<file path="src/spm_pkg.sv">
// Shared types and constants of the speed-binned peak monitor.
package spm_pkg;

  localparam int SPEED_BINS  = 128;
  localparam int BIN_W       = (SPEED_BINS > 1) ? $clog2(SPEED_BINS) : 1;
  localparam int QUEUE_DEPTH = 2;

  // Reciprocals for the rounding divisions by 125 and by 255.
  localparam logic [31:0] RECIP_125       = 32'd2199023256;
  localparam int          RECIP_125_SHIFT = 38;
  localparam logic [31:0] RECIP_255       = 32'd4210753;
  localparam int          RECIP_255_SHIFT = 30;

  localparam logic [23:0] ADDR_MOTOR_CURRENT = 24'h46000c;
  localparam logic [23:0] ADDR_MOTOR_VOLTAGE = 24'h46000d;
  localparam logic [23:0] ADDR_VOLT_MOD      = 24'h46000b;
  localparam logic [23:0] ADDR_SLIP_FREQ     = 24'h460001;
  localparam logic [23:0] ADDR_OUT_FREQ      = 24'h46000f;
  localparam logic [23:0] ADDR_TORQUE_DEMAND = 24'h46020b;
  localparam logic [23:0] ADDR_TORQUE        = 24'h46020c;
  localparam logic [23:0] ADDR_TORQUE_LIMIT  = 24'h46020e;
  localparam logic [23:0] ADDR_BATT_VOLTAGE  = 24'h460211;
  localparam logic [23:0] ADDR_CAP_VOLTAGE   = 24'h460212;

  typedef enum logic [3:0] {
    CH_NONE          = 4'd0,
    CH_MOTOR_CURRENT = 4'd1,
    CH_MOTOR_VOLTAGE = 4'd2,
    CH_VOLT_MOD      = 4'd3,
    CH_SLIP_FREQ     = 4'd4,
    CH_OUT_FREQ      = 4'd5,
    CH_TORQUE_DEMAND = 4'd6,
    CH_TORQUE        = 4'd7,
    CH_TORQUE_LIMIT  = 4'd8,
    CH_BATT_VOLTAGE  = 4'd9,
    CH_CAP_VOLTAGE   = 4'd10
  } chan_t;

  typedef enum logic [1:0] {
    ST_IDLE,
    ST_MUL,
    ST_FIN
  } state_t;

  typedef struct packed {
    logic               clear;
    chan_t              ch;
    logic signed [15:0] raw;
    logic signed [15:0] opa;
    logic signed [15:0] opb;
    logic signed [15:0] trq;
    logic [7:0]         speed;
  } entry_t;

  typedef struct packed {
    logic [3:0]         channel;
    logic signed [31:0] scaled_value;
    logic signed [31:0] motor_power;
    logic               series_done;
    logic [7:0]         bin_used;
    logic               bin_in_range;
    logic               driving;
    logic signed [15:0] battery_power;
    logic               power_peak_raised;
    logic               torque_peak_raised;
  } result_t;

endpackage

</file>
<file path="src/spm_if.sv">
// Input item and result channel interfaces.
interface spm_in_if;
  logic               valid;
  logic               ready;
  logic               func;
  logic               read_ok;
  logic [15:0]        object_index;
  logic [7:0]         object_subindex;
  logic signed [15:0] raw_value;
  logic [7:0]         speed_kph;
  logic signed [15:0] battery_current;

  modport source (output valid, func, read_ok, object_index, object_subindex, raw_value,
                  speed_kph, battery_current, input ready);
  modport sink (input valid, func, read_ok, object_index, object_subindex, raw_value,
                speed_kph, battery_current, output ready);
endinterface


</file>
<file path="src/spm_front.sv">
// Front end: accepts items, decodes the channel, keeps the latest raw values.
module spm_front (
  input  logic                clk,
  input  logic                rst,
  spm_in_if.sink              item,
  input  logic                full,
  output logic                push,
  output spm_pkg::entry_t     entry
);

  localparam int NUM_CHANNELS = 10;

  logic signed [15:0] channel_raw [NUM_CHANNELS];
  logic [23:0]        addr;
  spm_pkg::chan_t     dec_ch;

  assign addr = {item.object_index, item.object_subindex};

  always_comb begin
    dec_ch = spm_pkg::CH_NONE;
    if (!item.func && item.read_ok) begin
      case (addr)
        spm_pkg::ADDR_MOTOR_CURRENT: dec_ch = spm_pkg::CH_MOTOR_CURRENT;
        spm_pkg::ADDR_MOTOR_VOLTAGE: dec_ch = spm_pkg::CH_MOTOR_VOLTAGE;
        spm_pkg::ADDR_VOLT_MOD:      dec_ch = spm_pkg::CH_VOLT_MOD;
        spm_pkg::ADDR_SLIP_FREQ:     dec_ch = spm_pkg::CH_SLIP_FREQ;
        spm_pkg::ADDR_OUT_FREQ:      dec_ch = spm_pkg::CH_OUT_FREQ;
        spm_pkg::ADDR_TORQUE_DEMAND: dec_ch = spm_pkg::CH_TORQUE_DEMAND;
        spm_pkg::ADDR_TORQUE:        dec_ch = spm_pkg::CH_TORQUE;
        spm_pkg::ADDR_TORQUE_LIMIT:  dec_ch = spm_pkg::CH_TORQUE_LIMIT;
        spm_pkg::ADDR_BATT_VOLTAGE:  dec_ch = spm_pkg::CH_BATT_VOLTAGE;
        spm_pkg::ADDR_CAP_VOLTAGE:   dec_ch = spm_pkg::CH_CAP_VOLTAGE;
        default:                     dec_ch = spm_pkg::CH_NONE;
      endcase
    end
  end

  assign item.ready = !full;
  assign push       = item.valid && !full;

  always_comb begin
    entry.clear = item.func;
    entry.ch    = dec_ch;
    entry.raw   = item.raw_value;
    entry.opb   = item.battery_current;
    entry.trq   = channel_raw[spm_pkg::CH_TORQUE - 1];
    entry.speed = item.speed_kph;
    if (dec_ch == spm_pkg::CH_CAP_VOLTAGE) begin
      entry.opa = channel_raw[spm_pkg::CH_BATT_VOLTAGE - 1];
    end else begin
      entry.opa = channel_raw[spm_pkg::CH_MOTOR_CURRENT - 1];
    end
  end

  always_ff @(posedge clk) begin
    if (rst) begin
      for (int k = 0; k < NUM_CHANNELS; k++) begin
        channel_raw[k] <= '0;
      end
    end else if (push) begin
      for (int k = 0; k < NUM_CHANNELS; k++) begin
        if (4'(dec_ch) == 4'(k + 1)) begin
          channel_raw[k] <= item.raw_value;
        end
      end
    end
  end

endmodule

</file>
<file path="src/flat_wrapper.sv">
// flat-port wrapper written by rule: the top's interface ports become plain ports
module spm_front_flat 
  (clk, rst, full, push, entry, item_valid, item_func, item_read_ok, item_object_index, item_object_subindex, item_raw_value, item_speed_kph, item_battery_current, item_ready);
  spm_in_if item_i ();
  input  logic clk;
  input  logic rst;
  input  logic full;
  output logic push;
  output spm_pkg::entry_t entry;
  input wire logic [$bits(item_i.valid)-1:0] item_valid;
  input wire logic [$bits(item_i.func)-1:0] item_func;
  input wire logic [$bits(item_i.read_ok)-1:0] item_read_ok;
  input wire logic [$bits(item_i.object_index)-1:0] item_object_index;
  input wire logic [$bits(item_i.object_subindex)-1:0] item_object_subindex;
  input wire logic [$bits(item_i.raw_value)-1:0] item_raw_value;
  input wire logic [$bits(item_i.speed_kph)-1:0] item_speed_kph;
  input wire logic [$bits(item_i.battery_current)-1:0] item_battery_current;
  output wire logic [$bits(item_i.ready)-1:0] item_ready;
  assign item_i.valid = item_valid;
  assign item_i.func = item_func;
  assign item_i.read_ok = item_read_ok;
  assign item_i.object_index = item_object_index;
  assign item_i.object_subindex = item_object_subindex;
  assign item_i.raw_value = item_raw_value;
  assign item_i.speed_kph = item_speed_kph;
  assign item_i.battery_current = item_battery_current;
  assign item_ready = item_i.ready;
  spm_front u_core (.clk(clk), .rst(rst), .item(item_i), .full(full), .push(push), .entry(entry));
endmodule
</file>
<file path="config.mk">
export PLATFORM = sky130hd
export DESIGN_NAME = spm_front_flat
export DESIGN_NICKNAME = d
export VERILOG_FILES = /design/src/spm_pkg.sv /design/src/spm_if.sv /design/src/spm_front.sv /design/src/flat_wrapper.sv
export SDC_FILE = /design/constraint.sdc
export NUM_CORES = 1
export LEC_CHECK = 0
export BUFFER_PORTS_ARGS = -buffer_cell sky130_fd_sc_hd__buf_2
export CAP_MARGIN = 10
export CORE_MARGIN = 2
export CORE_UTILIZATION = 45
export CTS_CLUSTER_SIZE = 28
export DETAILED_ROUTE_END_ITERATION = 16
export GPL_TIMING_DRIVEN = 0
export PLACE_DENSITY = 0.87
export SETUP_SLACK_MARGIN = 0.2
export SLEW_MARGIN = 20
export SYNTH_ARGS = -nofsm -noshare
export SYNTH_HDL_FRONTEND = slang
export SYNTH_SLANG_ARGS = --single-unit
</file>
<file path="constraint.sdc">
create_clock -name clk -period 2.8 [get_ports clk]
set_input_delay 0.14 -clock clk [delete_from_list [all_inputs] [get_ports clk]]
set_output_delay 0.14 -clock clk [all_outputs]
set_load 0.05 [all_outputs]
</file>
### After elaboration in Yosys (flattened, before gate mapping)

Memory sizes are Yosys's and may differ from the RTL's.
Index checks and enable logic that the tools add are counted.

| operators by class | value |
|---|---|
| equal/unequal tests | 20 |
| multiplexer cells | 55 |
| reductions and logical operators | 4 |
| bitwise operators | 10 |

Operator list:

| operator | number |
|---|---|
| 24-bit by 23-bit == test with 1-bit output, second input constant | 10 |
| 16-bit two-way mux | 11 |
| 1-bit two-way mux | 42 |
| 4-bit one-hot mux with 10 select lines | 1 |
| 4-bit by 3-bit == test with 1-bit output, second input constant | 4 |
| 4-bit == test, second input constant | 3 |
| 1-bit bitwise OR | 10 |
| 4-bit by 2-bit == test with 1-bit output, second input constant | 2 |
| 4-bit by 1-bit == test with 1-bit output, second input constant | 1 |
| 4-bit two-way mux | 1 |
| 1-bit logical AND | 2 |
| 1-bit zero test | 2 |

| storage, ports and cells | value |
|---|---|
| memories | 1 |
| word-level logic and storage cells | 90 |
| input port bits | 70 |
| memory bits (writable) | 160 |
| register bits | 0 |

Memories:

| memory | depth | bits a word | rd ports | clocked after memory_dff | wr ports | RTL line | RTL |
|---|---|---|---|---|---|---|---|
| u_core.channel_raw | 10 | 16 | 3 | 0 | 10 | spm_front.sv:13 | `logic signed [15:0] channel_raw [NUM_CHANNELS];` |

### Logic depth before layout (Yosys ltp)

| depth | value |
|---|---|
| word-level depth | 9 |
| mapped depth | 7 |

### Least setup slack after synthesis

No wires, ideal clock.

| path | value |
|---|---|
| path type | input to register |
| start | input item_object_subindex[2] |
| end | memory u_core.channel_raw[0][0], enable pin |
| arrival | 2,810 ps |
| setup slack | -384 ps |
| stages on the path | 6 |
| cell sequence | buf_2 or3b_4 or3_1 a2111oi_4 o2111ai_2 nand2b_1 |

RTL lines:

| item | RTL line | RTL |
|---|---|---|
| from (decl) | flat_wrapper.sv:14 | `input wire logic [$bits(item_i.object_subindex)-1:0] item_object_subindex;` |
| to (decl) | spm_front.sv:13 |  |

==> out/metrics.yaml <==
outcome:
  status: "finished, final reports clean"
timing:
  fin_crit_ps: 2530
  setup_viol: 0
  worst_pin_slew_ps: 460
  fin_crit_sh_pct: 90.3
  fmax_mhz: 396
  hold_viol: 0
  rsz0062_at_grt: "no"
  fin_tns_setup_ps: 0
  slew_headroom_pct: 69.3
  maxSlewViolCount: 0
global_routing:
  antenna_found_initial: 0
  overflow: 0
  grt_max_degree: 17
  grt_pass1_wl_um: 9200
  grt.total_usage_pct: 18.6
  grt_pass1_vias: 2045
worst_setup_path:
  endpoint_kind: "output pin"
  arrival_ps: 2390
  cp_max_fo: 6
  critPathKind: "input port to output pin"
  cp.required_ps: 2660
  crit_path_start_kind: "input port"
detailed_routing:
  dr.pass1.iters: 4
  wl_met1_um: 2310
  wl_met2_um: 3290
  num_vias: 2164
  wl_um: 6170
  drt_iter0_drc: 100
  wl_per_cell_um: 13.8
  viasPerCell: 4.84
  top_layer_used: "met4"
  met3_wirelength_um: 404
  route.detailed.drc: 0
  ant_nets: 0
synth:
  synth_cells: 239
  synth_area_mm2: 0.00269
  yosysSeqAreaShare_pct: 53.5
  ys_ff_latch: 48
  synth_cell_types: 36
  synth_top_area_share_pct: 53.5
  ys_warn_count: 0
  synth_fp_nets: 309
  synth_area_leaders: "edfxtp_1 (54%), buf_4 (11%), nor2_1 (7.1%)"
  synth.largest_area_cell: "edfxtp_1"
  syn_avg_cell_area_um2: 11.3
final_layout:
  top_regs: "u_core.channel_raw (48)"
  largest_reg_flops: 48
  syn_to_final_growth_pct: 33.2
  nNetsFinal: 441
  drive_gt1_share_pct: 56.5
  final_core_util_pct: 61.3
  top_register: "u_core.channel_raw"
  instances_no_fill: 447
  antennaDiodeCount: 0
  n_fill_cell: 451
die:
  io_pins: 149
  coreArea_mm2: 0.00585
  dieArea_mm2: 0.00662
  fp.dieW_um: 81.4
  num_rows: 28
  die_y_um: 81.4
  start_util_pct: 46.0
clocking:
  cts-htree-levels: 2
  clk_path_buf_depth: 2
  path_clk_slew_ps: 90
  cts_buffers: 5
  cts_hold_buf: 0
  cts.sinks: 48
  cts_tree: "yes"
  cts-root-buf: "clkbuf_8"
place:
  dp.cells: 436
  dp_hpwl_um: 4680
  io_buffers: 122
  gp_congestion: 0.811
power:
  ir_drop_uv: 250
  leakagePower_nw: 1.50
  p_per_area_mw_per_mm2: 462
flow_run:
  drv_cap: 0
min_path:
  min_path_type: "input port to flop"
  whs_path_depth: 3
  hold_end: "u_core.channel_raw[6][6]"
  min_from: "item_raw_value[6]"
[timing repair]
item	CTS	global route
gates resized for setup	2	7
setup buffers	2	1
gates cloned	0	0
pin swaps	2	1
endpoints found under the setup margin	10	16
[Yosys cell counts (all sizes together)]
cell type / count
a21o: 1
o2111ai: 2
nand2: 3
o21bai: 1
a21oi: 4
nand2b: 23
nor3b: 1
buf: 44
nor4bb: 1
clkbuf: 6
a211oi: 1
inv: 3
and3: 3
o32ai: 1
edfxtp: 48
nand3b: 4
o2bb2ai: 1
nor4: 2
xnor2: 2
o22ai: 1
and2: 1
nand3: 4
nor2b: 2
nor4b: 1
mux2: 16
or3: 2
nor2: 51
or3b: 3
nor3: 4
a2111oi: 2
o31a: 1
[stage by stage]
stage               hold WS [ps]  power [mW]  worst slack (ps)  area (um2)
finish                       221        1.66               273        3590
floorplan                    390        1.17              -117        2750
global placement             511        1.27             -41.6        3450
global route                 241        1.71               186        3590
CTS                          213        1.65               224        3560
detailed placement           525        1.28              -104        3450
[final cells by class]
class	instances	area, um2	share of cell area (%)
Buffer	50	367	10.2
Multi-Input combinational cell	138	953	26.6
Inverter	3	11.3	0.314
Tap cell	75	93.8	2.62
Clock buffer	5	68.8	1.92
Sequential cell	48	1440	40.2
Timing Repair Buffer	125	633	17.6
Clock inverter	3	18.8	0.523
[power by group]
| group | leakage [nW] | internal [mW] | switching, mW |
|---|---|---|---|
| clock | 0.0378 | 0.172 | 0.220 |
| combinational | 1.00 | 0.131 | 0.302 |
| sequential | 0.455 | 0.822 | 0.00886 |
[worst max path at each step]
| stage | from | to | slack (ps) | cells past startpoint |
|---|---|---|---|---|
| after floorplan | item_object_subindex[2] | u_core.channel_raw[0][0] | -120 | 6 |
| after global placement | item_object_index[5] | entry[53] | -40 | 8 |
| after detailed placement | item_object_index[5] | entry[53] | -100 | 8 |
| after CTS | item_object_index[0] | entry[53] | 220 | 8 |
| after global routing | item_object_index[8] | entry[45] | 190 | 8 |
| final | item_object_index[8] | entry[46] | 270 | 8 |
[placed cells by master, fill, tap and decap left out, drive strengths merged, types with 2 or more instances in the layout]
master	count
nand2	3
clkbuf	11
nor2b	2
nand3	4
and3	3
clkinvlp	2
nor2	51
xnor2	2
mux2	16
a2111oi	2
or3b	3
nand2b	23
nand3b	4
o2111ai	2
nor3	4
edfxtp	48
or3	2
inv	3
nor4	2
buf	169
a21oi	4
[cell families after synthesis]
family	Yosys count	share of synthesized area [%]
AOI/OAI and AO/OA	15	5.71
xor gates and xnor gates	2	0.650
buffers and inverters	53	13.2
DFF	48	53.5
muxes	16	6.69
and+or+nand+nor	105	20.2
[layer usage]
metal / track usage, % / vias to the layer above
li1: - / 1058
met1: 20.6 / 987
met2: 33.6 / 107
met3: 3.78 / 12
met4: 8.81 / 0
met5: 0 / -
[worst max-delay path, cell delays in order]
cell and delay, ps:
buf_2 110, nor4bb_2 330, nand3_1 160, or3_1 450, a2111oi_4 400, buf_4 230, mux2_2 340, buf_2 220
No activity file was read; power rests on OpenSTA's default activity.
