File: src/spm_pkg.sv
// Shared types and constants of the speed-binned peak monitor.
package spm_pkg;

  localparam int SPEED_BINS  = 128;
  localparam int BIN_W       = (SPEED_BINS > 1) ? $clog2(SPEED_BINS) : 1;
  localparam int QUEUE_DEPTH = 2;

  // Reciprocals for the rounding divisions by 125 and by 255.
  localparam logic [31:0] RECIP_125       = 32'd2199023256;
  localparam int          RECIP_125_SHIFT = 38;
  localparam logic [31:0] RECIP_255       = 32'd4210753;
  localparam int          RECIP_255_SHIFT = 30;

  localparam logic [23:0] ADDR_MOTOR_CURRENT = 24'h46000c;
  localparam logic [23:0] ADDR_MOTOR_VOLTAGE = 24'h46000d;
  localparam logic [23:0] ADDR_VOLT_MOD      = 24'h46000b;
  localparam logic [23:0] ADDR_SLIP_FREQ     = 24'h460001;
  localparam logic [23:0] ADDR_OUT_FREQ      = 24'h46000f;
  localparam logic [23:0] ADDR_TORQUE_DEMAND = 24'h46020b;
  localparam logic [23:0] ADDR_TORQUE        = 24'h46020c;
  localparam logic [23:0] ADDR_TORQUE_LIMIT  = 24'h46020e;
  localparam logic [23:0] ADDR_BATT_VOLTAGE  = 24'h460211;
  localparam logic [23:0] ADDR_CAP_VOLTAGE   = 24'h460212;

  typedef enum logic [3:0] {
    CH_NONE          = 4'd0,
    CH_MOTOR_CURRENT = 4'd1,
    CH_MOTOR_VOLTAGE = 4'd2,
    CH_VOLT_MOD      = 4'd3,
    CH_SLIP_FREQ     = 4'd4,
    CH_OUT_FREQ      = 4'd5,
    CH_TORQUE_DEMAND = 4'd6,
    CH_TORQUE        = 4'd7,
    CH_TORQUE_LIMIT  = 4'd8,
    CH_BATT_VOLTAGE  = 4'd9,
    CH_CAP_VOLTAGE   = 4'd10
  } chan_t;

  typedef enum logic [1:0] {
    ST_IDLE,
    ST_MUL,
    ST_FIN
  } state_t;

  typedef struct packed {
    logic               clear;
    chan_t              ch;
    logic signed [15:0] raw;
    logic signed [15:0] opa;
    logic signed [15:0] opb;
    logic signed [15:0] trq;
    logic [7:0]         speed;
  } entry_t;

  typedef struct packed {
    logic [3:0]         channel;
    logic signed [31:0] scaled_value;
    logic signed [31:0] motor_power;
    logic               series_done;
    logic [7:0]         bin_used;
    logic               bin_in_range;
    logic               driving;
    logic signed [15:0] battery_power;
    logic               power_peak_raised;
    logic               torque_peak_raised;
  } result_t;

endpackage

File: src/spm_queue.sv
// Short queue of decoded items between the front and back ends.
module spm_queue (
  input  logic            clk,
  input  logic            rst,
  input  logic            push,
  input  spm_pkg::entry_t push_entry,
  output logic            full,
  input  logic            pop,
  output logic            head_valid,
  output spm_pkg::entry_t head
);

  localparam int QPTR_W = (spm_pkg::QUEUE_DEPTH > 1) ? $clog2(spm_pkg::QUEUE_DEPTH) : 1;
  localparam int QCNT_W = $clog2(spm_pkg::QUEUE_DEPTH + 1);

  spm_pkg::entry_t    slots [spm_pkg::QUEUE_DEPTH];
  logic [QPTR_W-1:0]  wr_ptr;
  logic [QPTR_W-1:0]  rd_ptr;
  logic [QCNT_W-1:0]  count;

  assign full       = (count == QCNT_W'(spm_pkg::QUEUE_DEPTH));
  assign head_valid = (count != '0);
  assign head       = slots[rd_ptr];

  always_ff @(posedge clk) begin
    if (push) begin
      slots[wr_ptr] <= push_entry;
    end
  end

  always_ff @(posedge clk) begin
    if (rst) begin
      wr_ptr <= '0;
      rd_ptr <= '0;
      count  <= '0;
    end else begin
      if (push) begin
        wr_ptr <= (wr_ptr == QPTR_W'(spm_pkg::QUEUE_DEPTH - 1)) ? '0 : wr_ptr + 1'b1;
      end
      if (pop) begin
        rd_ptr <= (rd_ptr == QPTR_W'(spm_pkg::QUEUE_DEPTH - 1)) ? '0 : rd_ptr + 1'b1;
      end
      if (push && !pop) begin
        count <= count + 1'b1;
      end else if (pop && !push) begin
        count <= count - 1'b1;
      end
    end
  end

endmodule

File: config.mk
export PLATFORM = sky130hd
export DESIGN_NAME = spm_queue
export DESIGN_NICKNAME = d
export VERILOG_FILES = /design/src/spm_pkg.sv /design/src/spm_queue.sv
export SDC_FILE = /design/constraint.sdc
export NUM_CORES = 1
export LEC_CHECK = 0
export ABC_AREA = 1
export BUFFER_PORTS_ARGS = -buffer_cell sky130_fd_sc_hd__clkbuf_2
export CAP_MARGIN = 10
export CORE_UTILIZATION = 25
export CTS_CLUSTER_DIAMETER = 150
export DETAILED_ROUTE_END_ITERATION = 10
export MAX_ROUTING_LAYER = met4
export PLACE_DENSITY_LB_ADDON = 0.08
export SLEW_MARGIN = 25
export SYNTH_ARGS = -nofsm -noshare
export SYNTH_HDL_FRONTEND = slang
export SYNTH_SLANG_ARGS = --single-unit
File: constraint.sdc
create_clock -name clk -period 6 [get_ports clk]
set_input_delay 0 -clock clk [delete_from_list [all_inputs] [get_ports clk]]
set_output_delay 0 -clock clk [all_outputs]
set_load 0.05 [all_outputs]
* Word-level counts from Yosys, hierarchy flattened
Memories as Yosys holds them, arrays and structs flattened. A register that Yosys moved wholly into a read port is not among the register bits. Index checks and enable logic that the tools add are counted.
Storage, ports and cells: word-level logic and storage cells 23, memories 1, memory bits (writable) 154, bits in registers 4
Operators by class: reduce and logical (&&, ||, !) cells 6, $add $sub $neg 4, multiplexer cells 8, eq/ne operators 1
Memory list:
- slots | depth 2, bits a word 77, read ports 1, clocked after Yosys merged registers in 1, wr ports 1, RTL line spm_queue.sv:16 | spm_pkg::entry_t slots [spm_pkg::QUEUE_DEPTH];
Operators by type and width (count):
- 1-bit 2-to-1 mux | 6
- 2-bit 2-to-1 mux | 2
- 2-bit nonzero test | 2
- 1-bit adder (second input constant) | 2
- 2-bit by 1-bit adder with 2-bit output (second input constant) | 1
- 2-bit equality test (second input constant) | 1
- 1-bit logical AND | 2
- 1-bit zero test | 2
- 2-bit by 1-bit subtractor with 2-bit output (second input constant) | 1

* Logic depth before layout (Yosys ltp)
Gate-level depths: netlist of run 1.
depth after elaboration 4, gate-level depth with buffers 8, mapped depth without buffers 8

* Least setup slack after synthesis of run 1
OpenSTA, ideal clock, no wires.
kind register to register, from register wr_ptr, to memory slots[0][0] (netlist bit), enable pin, buffers on the path 0, library setup time 0.515 ns, cell stages (with the launch flop) 2, setup slack 1.955 ns, data arrival time 3.530 ns, path through dfxtp_1 > nor2_1
RTL lines:
- start, declared | RTL line spm_queue.sv:17 | logic [QPTR_W-1:0] wr_ptr;
- start signal, assigned | RTL line spm_queue.sv:38 | wr_ptr <= (wr_ptr == QPTR_W'(spm_pkg::QUEUE_DEPTH - 1)) ? '0 : wr_ptr + 1'b1;
- end, declared | RTL line spm_queue.sv:16
Straight into the memory's write port.

==> results of run 1 <==
-- flip-flops by register name (all words and copies together) (netlist names), named ones only --
name    flops
wr_ptr      1
rd_ptr      1
slots     154
count       2
-- placed cells by master, fill, tap and decap left out, drive strengths merged, types with 3 or more instances in the layout --
cell         instances
nand2                6
clkinv               9
edfxtp             154
buf                  3
clkbuf             180
dfxtp                5
dlygate4sd3         81
nor2                 6
mux2                77
inv                  8
-- worst register-to-register path, cell delays in order, from the launching register on --
cell and delay [ns]:
dfxtp_1 0.34, nor2_4 0.67, buf_4 0.76
-- power by group --
part           internal, mW  switching (mW)
Clock                 0.611           0.413
Combinational         0.161           0.313
Sequential             1.29          0.0192
-- cell families after synthesis --
family                     after synthesis
xor gates and xnor gates                 1
adders and majority gates                1
and+or+nand+nor                         15
DFF                                    159
buffers and inverters                   18
AOI/OAI and AO/OA                        2
muxes                                   77
-- repair_timing --
item	4_1_cts	5_1_grt
endpoints found under the hold margin	159	0
buffers inserted	0	0
hold buffers	81	0
-- routing by layer --
layer	vias to the layer above	track usage	part of all wire
met5	-	-	0
li1	1566	-	-
met2	104	0.168	0.48
met4	0	0.0364	0.0096
met3	10	0.0356	0.050
met1	1602	0.128	0.46
-- per-stage QoR --
step | setup slack [ns] | cell area (sq um) | hold slack, ns
after global placement | 3.78 | 7050 | 0.190
after floorplan | 1.96 | 5920 | 0.0724
after CTS | 3.39 | 8420 | 0.284
after detailed placement | 3.74 | 7050 | 0.192
final | 3.51 | 8420 | 0.314
after global routing | 3.31 | 8420 | 0.291
-- worst paths after layout --
check	from	to	slack, ns	cells after the start
worst max register to register	wr_ptr	slots[0][22]	3.83	2
worst min register to register	rd_ptr	rd_ptr	0.53	2
worst max-delay path	flip-flop	head[56]	3.51	3
worst min-delay path	push_entry[6]	slots[1][6]	0.31	2
-- area by class of cell --
class | instances | area (sq um) | area share
Timing Repair Buffer | 243 | 1630 | 0.193
Multi-Input combinational cell | 96 | 1080 | 0.128
Inverter | 9 | 35.0 | 0.00416
Tap cell | 313 | 392 | 0.0465
Clock inverter | 11 | 119 | 0.0141
Sequential cell | 159 | 4730 | 0.561
Clock buffer | 21 | 440 | 0.0523
==> impl_metrics.py, run 1 <==
metrics = {
    "place": {
        "io_buffer_count": 159,
        "gp_congestion": 0.667,
        "dp_cells": 739,
        "detailed_place_hpwl_mm": 7.41,
    },
    "logic_synthesis": {
        "yosysUniqueCellTypes": 17,
        "synth.top_cells.by_area": "edfxtp_1, mux2_2, mux2_4",
        "synth-main-ff-cell": "edfxtp_1",
        "syn_nets": 355,
        "synth_seq_area_share": 0.798,
        "synth_adder_area_share": 0.00211,
        "synth_most_common_cell": "edfxtp_1",
        "synthesis.instances": 273,
        "avgSynthCellArea_sq_um": 21.7,
        "synth-edff-count": 154,
        "synth_xor_area_frac": 0.00148,
        "yosys.area.top_type_share": 0.781,
        "synth_warnings": 0,
        "netlist_top_cells_count": "edfxtp_1, mux2_2, mux2_4",
        "synth_top_cell_by_area": "edfxtp_1",
        "ys_ff_latch": 159,
        "synth_compound_area_frac": 0.00169,
        "syn-cell-area_sq_mm": 0.00592,
        "synth_top_family_by_area": "multiplexers",
        "synthArstFlopShare": 0,
        "synth.area.mux_share": 0.166,
        "yosys.area_share.simple": 0.0104,
    },
    "grt": {
        "grt_max_degree": 58,
        "grt_util_all_layers": 0.107,
        "grt_pass1_vias": 3518,
        "grt_pass1_wl_mm": 18.4,
        "antenna_found_initial": 0,
        "grt_remaining_overflow": 0,
    },
    "route": {
        "vias_per_cell": 3.85,
        "wl_mm": 12.1,
        "drc": 0,
        "drt_iter0_drc": 96,
        "wl_per_cell_um": 14.2,
        "vias": 3282,
        "detail-route-antenna-nets": 0,
        "dr.pass1.iters": 4,
    },
    "layout": {
        "finish.utilization": 0.368,
        "final_cells": 852,
        "n_antenna_cell": 0,
        "fillers": 2231,
        "syn_to_final_growth_pct": 42.3,
        "layout-drive-gt1-share": 0.501,
        "fin_nets": 608,
    },
    "pwr": {
        "powerDensity_mw_per_mm2": 333,
        "power_mw": 2.80,
        "ir_worst_vdd_v": 0.000147,
        "p_leak_nw": 3.27,
    },
    "clock_tree": {
        "path_clk_slew_ns": 0.06,
        "cts_tree": "yes",
        "cts_resized": 0,
        "h-tree-depth": 4,
        "cts_sinks": 159,
        "clockBufferDepth": 2,
        "cts_buffers": 17,
        "cts_root_buf": "clkbuf_16",
        "clkLatencyLatePin_ns": 0.41,
    },
    "setup_path": {
        "cpPeakStageDelay_ns": 0.80,
        "critPathTopFamily": "buffers and inverters",
        "cp_cell_sequence": "buf_4, mux2_2, clkbuf_2",
        "worstPathMaxFanout": 57,
        "cp-end-kind": "output pin",
        "start_kind": "flip-flop",
        "worstSetupPathType": "flip-flop to output pin",
        "crit_slowest_cell": "buf_4",
        "arrival_ns": 2.49,
        "crit_buf_inv": 2,
        "critical_path_required_ns": 6.00,
    },
    "timing": {
        "rsz0062_at_grt": "no",
        "period_minus_slack_ns": 2.49,
        "finalCritPeriodShare": 0.416,
        "max_freq_mhz": 401,
        "skew_ns": 0.00652,
        "setup_violations": 0,
        "hold_viol_final": 0,
        "finalSetupTns_ns": 0,
        "max_slew_margin": 0.371,
        "tightestPinTransition_ns": 0.944,
        "drv_slew": 0,
    },
    "floorplanning": {
        "core_area_sq_mm": 0.0229,
        "die_y_um": 156,
        "ios": 160,
        "die_w_um": 156,
        "num_rows": 55,
        "die-area_sq_mm": 0.0243,
        "start_util": 0.258,
    },
    "job": {
        "maxCapViolCount": 0,
    },
    "run_status": {
        "run_status": "finished clean",
    },
    "min_path": {
        "hp-class": "primary input to flip-flop",
    },
}
Note: power is estimated with default switching activity, not from simulation.
==> run 2: changes to the inputs <==
Clock period 6 ns to 2.5 ns, I/O delays scaled along.
==> impl_metrics.py, run 2 (synthesis results as in run 1) <==
metrics = {
    "run_status": {
        "run_status": "finished clean",
    },
    "clock_tree": {
        "holdBufCountCts": 81,
        "postCtsSetupRepairBufs": 0,
        "cts_resized": 0,
        "path_clk_slew_ns": 0.06,
        "cts_tree": "yes",
        "clockBufferDepth": 2,
        "cts_sinks": 159,
        "clkLatencyLatePin_ns": 0.41,
        "h-tree-depth": 4,
        "cts_buffers": 17,
        "cts_root_buf": "clkbuf_16",
    },
    "route": {
        "dr.pass1.iters": 4,
        "drt_iter0_drc": 108,
        "wl_mm": 12.3,
        "vias_per_cell": 3.87,
        "detail-route-antenna-nets": 0,
        "wl_per_cell_um": 14.4,
        "drc": 0,
        "vias": 3313,
    },
    "floorplanning": {
        "ios": 160,
        "die_w_um": 156,
        "num_rows": 55,
        "core_area_sq_mm": 0.0229,
        "start_util": 0.258,
        "die-area_sq_mm": 0.0243,
        "die_y_um": 156,
    },
    "pwr": {
        "p_leak_nw": 3.32,
        "ir_worst_vdd_v": 0.000374,
        "powerDensity_mw_per_mm2": 821,
    },
    "setup_path": {
        "start_kind": "flip-flop",
        "arrival_ns": 1.96,
        "cp-end-kind": "output pin",
        "reg2reg_slack_ns": 1.11,
        "r2r-start": "wr_ptr",
        "worstSetupPathType": "flip-flop to output pin",
        "timing.rr.end": "slots[0][56]",
        "critical_path_required_ns": 2.50,
        "cp_cell_sequence": "buf_12, mux2_2, clkbuf_2",
        "crit_slowest_cell": "dfxtp_4",
        "worstPathMaxFanout": 37,
        "critPathTopFamily": "flip-flops",
        "crit_buf_inv": 2,
        "r2r_cells": 2,
        "cpPeakStageDelay_ns": 0.58,
    },
    "timing": {
        "skew_ns": 0.00766,
        "rsz0062_at_grt": "no",
        "finalCritPeriodShare": 0.785,
        "max_freq_mhz": 510,
        "period_minus_slack_ns": 1.96,
        "setup_violations": 0,
        "drv_slew": 0,
        "hold_viol_final": 0,
        "finalSetupTns_ns": 0,
        "tightestPinTransition_ns": 0.679,
        "max_slew_margin": 0.547,
    },
    "layout": {
        "layout_commonest_cell": "clkbuf_2",
        "largest_reg_flops": 154,
        "fin_nets": 613,
        "largest-register": "slots",
        "top_regs": "slots: 154 flops, count: 2 flops",
        "layout_common_cells": "clkbuf_2, edfxtp_1, dlygate4sd3_1, mux2_2, mux2_4",
        "layout-drive-gt1-share": 0.507,
        "syn_to_final_growth_pct": 44.4,
        "n_antenna_cell": 0,
        "final_cells": 857,
    },
    "place": {
        "io_buffer_count": 159,
        "detailed_place_hpwl_mm": 7.85,
        "dp_cells": 744,
        "gp_congestion": 0.662,
    },
    "grt": {
        "antenna_found_initial": 0,
        "grt_pass1_wl_mm": 19.0,
        "grt_remaining_overflow": 0,
        "grt_max_degree": 46,
        "grt_pass1_vias": 3564,
        "grt_util_all_layers": 0.109,
    },
    "min_path": {
        "hold_end": "slots[1][3]",
        "whs_path_depth": 2,
        "min-delay-start": "push_entry[3]",
        "hp-class": "primary input to flip-flop",
    },
    "job": {
        "maxCapViolCount": 0,
    },
}
-- run 2: cell types whose count changed in the layout (fill, tap and decap cells not counted), sizes merged --
cell      before  now
inv            8   11
clkinv         9    6
bufinv         2    4
clkbuf       180  177
clkinvlp       1    2
buf            3    8
-- run 2: final cells by class --
type                       count  area [sq um]
inverter                       9          35.0
tap                          313           392
fill                        2191         14400
timing repair buffer         248          1690
clock buffer                  18           429
sequential                   159          4730
multi-input combinational     96          1080
clock inverter                14           188
-- run 2: stage by stage --
| stage | util | setup slack (ns) | instance area (sq um) | hold slack [ns] | power [mW] |
|---|---|---|---|---|---|
| after floorplan | - | 0.121 | 5930 | 0.0724 | 3.99 |
| after global placement | 0.311 | 0.946 | 7120 | 0.188 | 4.24 |
| after detailed placement | 0.311 | 0.945 | 7120 | 0.193 | 4.26 |
| after CTS | 0.373 | 0.484 | 8540 | 0.281 | 7.14 |
| after global routing | 0.373 | 0.418 | 8540 | 0.288 | 7.28 |
| final | 0.373 | 0.539 | 8540 | 0.311 | 7.01 |
-- run 2: worst register-to-register path, delay by kind of cell (launching register included) --
kind / cells / cell delay, ns
simple gates: 1 / 0.11
flops: 1 / 0.34
buf+inv: 1 / 0.55
-- run 2: report_power, final --
group / leakage [nW] / switching [mW] / internal [mW]
sequential: 1.49 / 0.0485 / 3.08
combinational: 1.54 / 0.751 / 0.398
clock: 0.296 / 1.06 / 1.67
-- run 2: how the worst max path moves through the flow --
stage / start / to / slack, ns / cells past startpoint
2_1_floorplan: wr_ptr / slots[1][0] / 0.12 / 2
3_3_place_gp: flip-flop / head[70] / 0.95 / 3
3_5_place_dp: flip-flop / head[70] / 0.94 / 3
4_1_cts: flip-flop / head[70] / 0.48 / 3
5_1_grt: flip-flop / head[10] / 0.42 / 3
6_report: flip-flop / head[70] / 0.54 / 3
-- run 2: per-layer routing --
layer | global-route usage | vias up | wire (um)
met2 | 0.173 | 113 | 5840
met3 | 0.0339 | 14 | 729
met5 | - | - | 0
met4 | 0.0476 | 0 | 153
li1 | - | 1580 | -
met1 | 0.127 | 1606 | 5590
